--- src/design/idks_ram.sv ---
// ----------------------------------------------------------------------------
// idks_ram
// Generic simple dual-port RAM: one write port, one read port with
// registered read data.
// ----------------------------------------------------------------------------
module idks_ram #(
    parameter int WIDTH = 8,
    parameter int DEPTH = 64
) (
    input  logic                     clk,
    input  logic                     we,
    input  logic [$clog2(DEPTH)-1:0] waddr,
    input  logic [WIDTH-1:0]         wdata,
    input  logic [$clog2(DEPTH)-1:0] raddr,
    output logic [WIDTH-1:0]         rdata
);

    logic [WIDTH-1:0] mem [DEPTH];

    always_ff @(posedge clk)
    begin
        if (we)
        begin
            mem[waddr] <= wdata;
        end
        rdata <= mem[raddr];
    end

endmodule

--- config.mk ---
export PLATFORM = sky130hd
export DESIGN_NAME = idks_ram
export DESIGN_NICKNAME = d
export VERILOG_FILES = /design/src/design/idks_ram.sv
export SDC_FILE = /design/constraint.sdc
export NUM_CORES = 1
export LEC_CHECK = 0
export ABC_AREA = 1
export BUFFER_PORTS_ARGS = -buffer_cell sky130_fd_sc_hd__buf_2
export CELL_PAD_IN_SITES_DETAIL_PLACEMENT = 0
export CELL_PAD_IN_SITES_GLOBAL_PLACEMENT = 2
export CORE_MARGIN = 3
export CORE_UTILIZATION = 25
export DETAILED_ROUTE_END_ITERATION = 10
export GPL_TIMING_DRIVEN = 0
export PLACE_DENSITY = 0.57
export REMOVE_ABC_BUFFERS = 1
export SLEW_MARGIN = 0
export SYNTH_ARGS = -nofsm -noshare
export SYNTH_HDL_FRONTEND = slang
export SYNTH_SLANG_ARGS = --single-unit
export TNS_END_PERCENT = 20
--- constraint.sdc ---
create_clock -name clk -period 2 [get_ports clk]
set_input_delay 0.1 -clock clk [delete_from_list [all_inputs] [get_ports clk]]
set_output_delay 0.1 -clock clk [all_outputs]
set_load 0.1 [all_outputs]
# --- Word level (Yosys, flattened, before mapping) ---
# Memories as Yosys holds them, arrays and structs flattened. A register that Yosys moved wholly into a read port is not among the register bits.
# Cells that the tools add are included.
classes:
  mux: 2
op_table:
  columns: ["cell", "n"]
  rows:
  - ["1-bit 2-to-1 mux", 2]
word_totals:
  reg_bits: 0
  mem_bits_rw: 512
  wordCells: 3
  mem_count: 1
mem_list:
  columns: ["memory", "depth", "word_bits", "read_ports", "rd_ports_with_merged_regs", "write_ports", "line_no", "text"]
  rows:
  - ["mem", 64, 8, 1, 1, 1, "18", "logic [WIDTH-1:0] mem [DEPTH];"]

# --- Logic depth before layout (Yosys ltp) ---
logic_depth:
  ltp_word: 2
  mapped_depth: 12
  mapped_depth_nobuf: 9

# --- Worst setup path before layout ---
# Ideal clock, no wire load.
synth_timing:
  path_kind: "input -> register"
  start: "input we"
  end: "memory mem[48][0] (enable)"
  arrival_ps: 1471
  t_required_ps: 1605
  path_slack_ps: 134
  cell_stages: 3
  path_cell_list: "clkbuf_1 nand4_1 nor4_1"
synth_via:
  elab_chain_cells: 2
synth_lines:
  columns: ["item", "line_no", "text"]
  rows:
  - ["start, declared", "11", "input logic we,"]
  - ["1-bit 2-to-1 mux", "22", "if (we)"]
  - ["1-bit 2-to-1 mux (implied by the code)", "24", "mem[waddr] <= wdata;"]
  - ["end, declared", "18", null]
# No other way between the ends.

# --- Worst setup path in the final report ---
layout_timing:
  start: "input waddr[2]"
  end: "memory mem[17][5] (enable)"
layout_rtl:
  columns: ["item", "line_no", "text"]
  rows:
  - ["start, declared", "12", "input logic [$clog2(DEPTH)-1:0] waddr,"]
# No word-level cell before the write port.

==> results.md <==
- The share of final-layout standard cells stronger than drive strength 1 is 9.93%.
- The terminus of the critical flop-to-flop path is rdata[3]$_DFF_P_.
- In this run the biggest area consumer among cell types represents 72.0% of the synthesized area.
- The unique cell type count in the Yosys netlist is 16.
- The register bit total from synthesis is 520.
- The first-pass GRT wire length is 91,800 um.
- The clock reaches the later pin of the worst-skew pair after 620 ps.
- Summing internal, switching and leakage power gives 0.0238 W.
- The die span in x is 298 um.
- The maximum resistive drop on vdd is 0.567 mV.
- The power per cell area is 969 nW/um^2.
- The worst-path cell with the longest stage delay is sky130_fd_sc_hd__nor2_1.
- STA puts the critical path data arrival time at 2460 ps.
- After synthesis, the cell types taking the most area are sky130_fd_sc_hd__edfxtp_1 72%, sky130_fd_sc_hd__nand2_1 11%, sky130_fd_sc_hd__nand3_1 10%.
- The launching element of the worst setup path is waddr[2].
- The top achievable clock speed is 0.449 GHz.
- The beginning of the worst register-to-register path is mem[54][3]$_DFFE_PP_.
- The average instance in the mapped netlist occupies 11.8 sq um.
- The required time at the worst-slack endpoint is 2230 ps.
- The shortest clock period the worst path allows after layout is 2230 ps.
- The final reports fail on setup timing.
- The leading area contributor after synthesis is sky130_fd_sc_hd__edfxtp_1.
- In this run the worst path has a maximum fanout of 9.
- The run finished, with violations left.
- The final-report hold violation count is 0.
- After global routing the overflow that remains totals 0.
- The total count of max-transition violations in the final report is 0.
- The most frequently used flop master after synthesis is sky130_fd_sc_hd__edfxtp_1.
- The worst reg2reg path depth is 8.
- The placed wire-length estimate after detailed placement is 33,200 um.
- The worst setup path is launched from a primary input.
- In this run the worst hold path is classified as in2reg.
- During synthesis, Yosys emitted a total of 0 warnings.
- Global routing consumed, over all layers together, 14.0% of the routing resources.
- CTS saw 520 sinks.
- For the pin with the worst max-slew slack, the measured transition is 1340 ps.
- By count the netlist is led by 648 x sky130_fd_sc_hd__nand2_1, 512 x sky130_fd_sc_hd__edfxtp_1, 439 x sky130_fd_sc_hd__nand3_1, 56 x sky130_fd_sc_hd__nor2_1, 37 x sky130_fd_sc_hd__buf_2.
- The post-placement worst setup slack is -1130 ps.
- Synthesis handed over a netlist of 1,805 instances.
- In the synthesized netlist the async set-or-reset flop fraction comes to 0%.
- The core footprint is 84,100 sq um.
- The count of nets left with antenna violations once routing finished came out at 0.
- The maximum root-to-sink buffer count is 3.
- The setup-violating endpoint count in the final report is 65.
- Entering global routing, the biggest net connects 113 pins.
- The number of remaining DRC errors is 0.
- The clock tree root buffer cell is sky130_fd_sc_hd__clkbuf_16.
- The floorplan has 106 rows.
- Clock skew on the completed layout was measured at 18.3 ps.
- The synthesized cell area is 21,300 sq um.
- The kind of capture point of the worst setup path is a register.
- The number of top-level pins is 30.
- The congestion estimate from routability-driven global placement came to 0.719.
- The final hold slack is 85.3 ps.
- The number of H-tree levels is 2.
- Once the floorplan was initialized, standard cells occupied 25.4% of the core.
- Yosys mapped a number of flops with a built-in enable equal to 512.
- Of the available clock period, the critical path in the final layout requires 111%.
- Compared with the post-synthesis result, the final layout area differs by 15.3%.
- The detailed-route vias per instance is 4.44.
- The routed wire length is 62,900 um.
- At the end of the flow, the number of nets in the layout was 1,838.
- The instance count along the most critical hold path is 1.
- Traced cell by cell, the critical path runs through buf_2 -> inv_1 -> nand4_1 -> nor2_1.
- The detailed router finished its first iteration with 912 violations.
- Cells fill 29.3% of the core in the end.
- The worst setup slack for register-to-register paths is 440 ps.
- The first detailed-routing pass ran for 5 iterations.
- TritonCTS built the clock tree.
- Clock-pin slew was measured on the worst setup and hold paths at 60 ps.
- The worst hold path begins at wdata[6].
- On the worst path, the slowest cell contributes a delay of 1020 ps.
- The number of antenna violations at the first check in global routing was 2.
- The number of global-route vias before repair is 13,000.
- In this run, CTS created clock tree buffers numbering 57.
- The die is 298 um tall.
- The fraction of the yosys area taken by sequential cells is 72.8%.
- The wire length per cell is 21.0 um.
- The final critical-path setup slack is -226 ps.
- The category of the critical setup timing path is in2reg.
- The worst-case headroom to the max-slew limit is 10.6%.
- The cell with the most instances after synthesis is sky130_fd_sc_hd__nand2_1.
- Setup repair after global routing could not meet its margin everywhere.
- For this block, the via count after detailed routing is 13,300.
- For hold timing, the worst endpoint is mem[32][6]$_DFFE_PP_.
- The floorplan step defined a die boundary enclosing 88,900 sq um.
- Buffers placed on the I/O ports in this run total 29.
- The number of maximum-capacitance violations is 0.
- For this design the static power due to leakage is 8.53 nW.
-- logic make-up after synthesis --
family	synth area share, %
AND/OR/NAND/NOR	23.2
buffers and inverters	4.02
flip-flops	72.8
-- critical path: cells and delay by family --
family / cells / cell delay [ps]
buffers and inverters: 2 / 460
and+or+nand+nor: 2 / 1890
-- sequential cells by signal (all words and copies together) (netlist names) --
name	count
mem	512
rdata	8
-- final cells by class --
class	instances	area, sq um
antenna	1	2.50
timing repair buffer	65	711
fill	8649	59500
multi-input combinational	1160	5100
tap	1134	1420
clock buffer	77	1520
clock inverter	29	241
sequential	520	15500
inverter	12	71.3
-- through the flow --
step / instance area, sq um / TNS (ps) / cells
floorplan: 20500 / -4870 / 1692
global placement: 22100 / -376640 / 2855
detailed placement: 22400 / -340600 / 2870
CTS: 24500 / -18170 / 2992
global route: 24600 / -13790 / 2998
finish: 24600 / -7980 / 2998
-- layer usage --
metal | vias up | GRT usage (%) | share of wire, %
met5 | - | 0 | 0
met4 | 0 | 3.76 | 1.9
met3 | 77 | 1.94 | 3.5
met2 | 229 | 22.3 | 46
met1 | 6622 | 19.9 | 48
li1 | 6394 | - | -
-- power by group --
group	internal, W	switching, W
clock network	0.00572	0.00432
registers	0.0121	0.0000201
logic	0.000379	0.00132
-- cell usage in the layout (no fill, tap or decap), types with 8 or more instances in the layout --
cell	count
sky130_fd_sc_hd__clkinv_2	8
sky130_fd_sc_hd__clkinv_1	11
sky130_fd_sc_hd__dfxtp_1	8
sky130_fd_sc_hd__nor4_2	8
sky130_fd_sc_hd__clkbuf_1	18
sky130_fd_sc_hd__nor2_2	39
sky130_fd_sc_hd__edfxtp_1	512
sky130_fd_sc_hd__buf_4	23
sky130_fd_sc_hd__dlygate4sd3_1	8
sky130_fd_sc_hd__nand3_1	438
sky130_fd_sc_hd__inv_1	9
sky130_fd_sc_hd__nand4_1	9
sky130_fd_sc_hd__nand2_1	648
sky130_fd_sc_hd__buf_2	21
sky130_fd_sc_hd__clkbuf_16	57
sky130_fd_sc_hd__nor2_1	17
sky130_fd_sc_hd__buf_16	8
-- worst max path at each step --
| stage | endpoint | depth (start not counted) |
|---|---|---|
| finish | mem[17][5]$_DFFE_PP_ | 4 |
| global route | mem[1][4]$_DFFE_PP_ | 4 |
| CTS | mem[6][5]$_DFFE_PP_ | 4 |
| detailed placement | rdata[1]$_DFF_P_ | 12 |
| global placement | rdata[1]$_DFF_P_ | 10 |
| floorplan | rdata[7]$_DFF_P_ | 8 |
-- repair_timing --
| item | CTS | global route |
|---|---|---|
| hold buffers | 8 | 0 |
| setup buffers | 4 | 5 |
| pin swaps | 2 | 3 |
| endpoints found under the hold margin | 24 | 0 |
| gates resized for setup | 21 | 24 |
| cloned | 4 | 0 |
| setup endpoints to repair | 359 | 273 |
(Power assumes the default switching activity.)
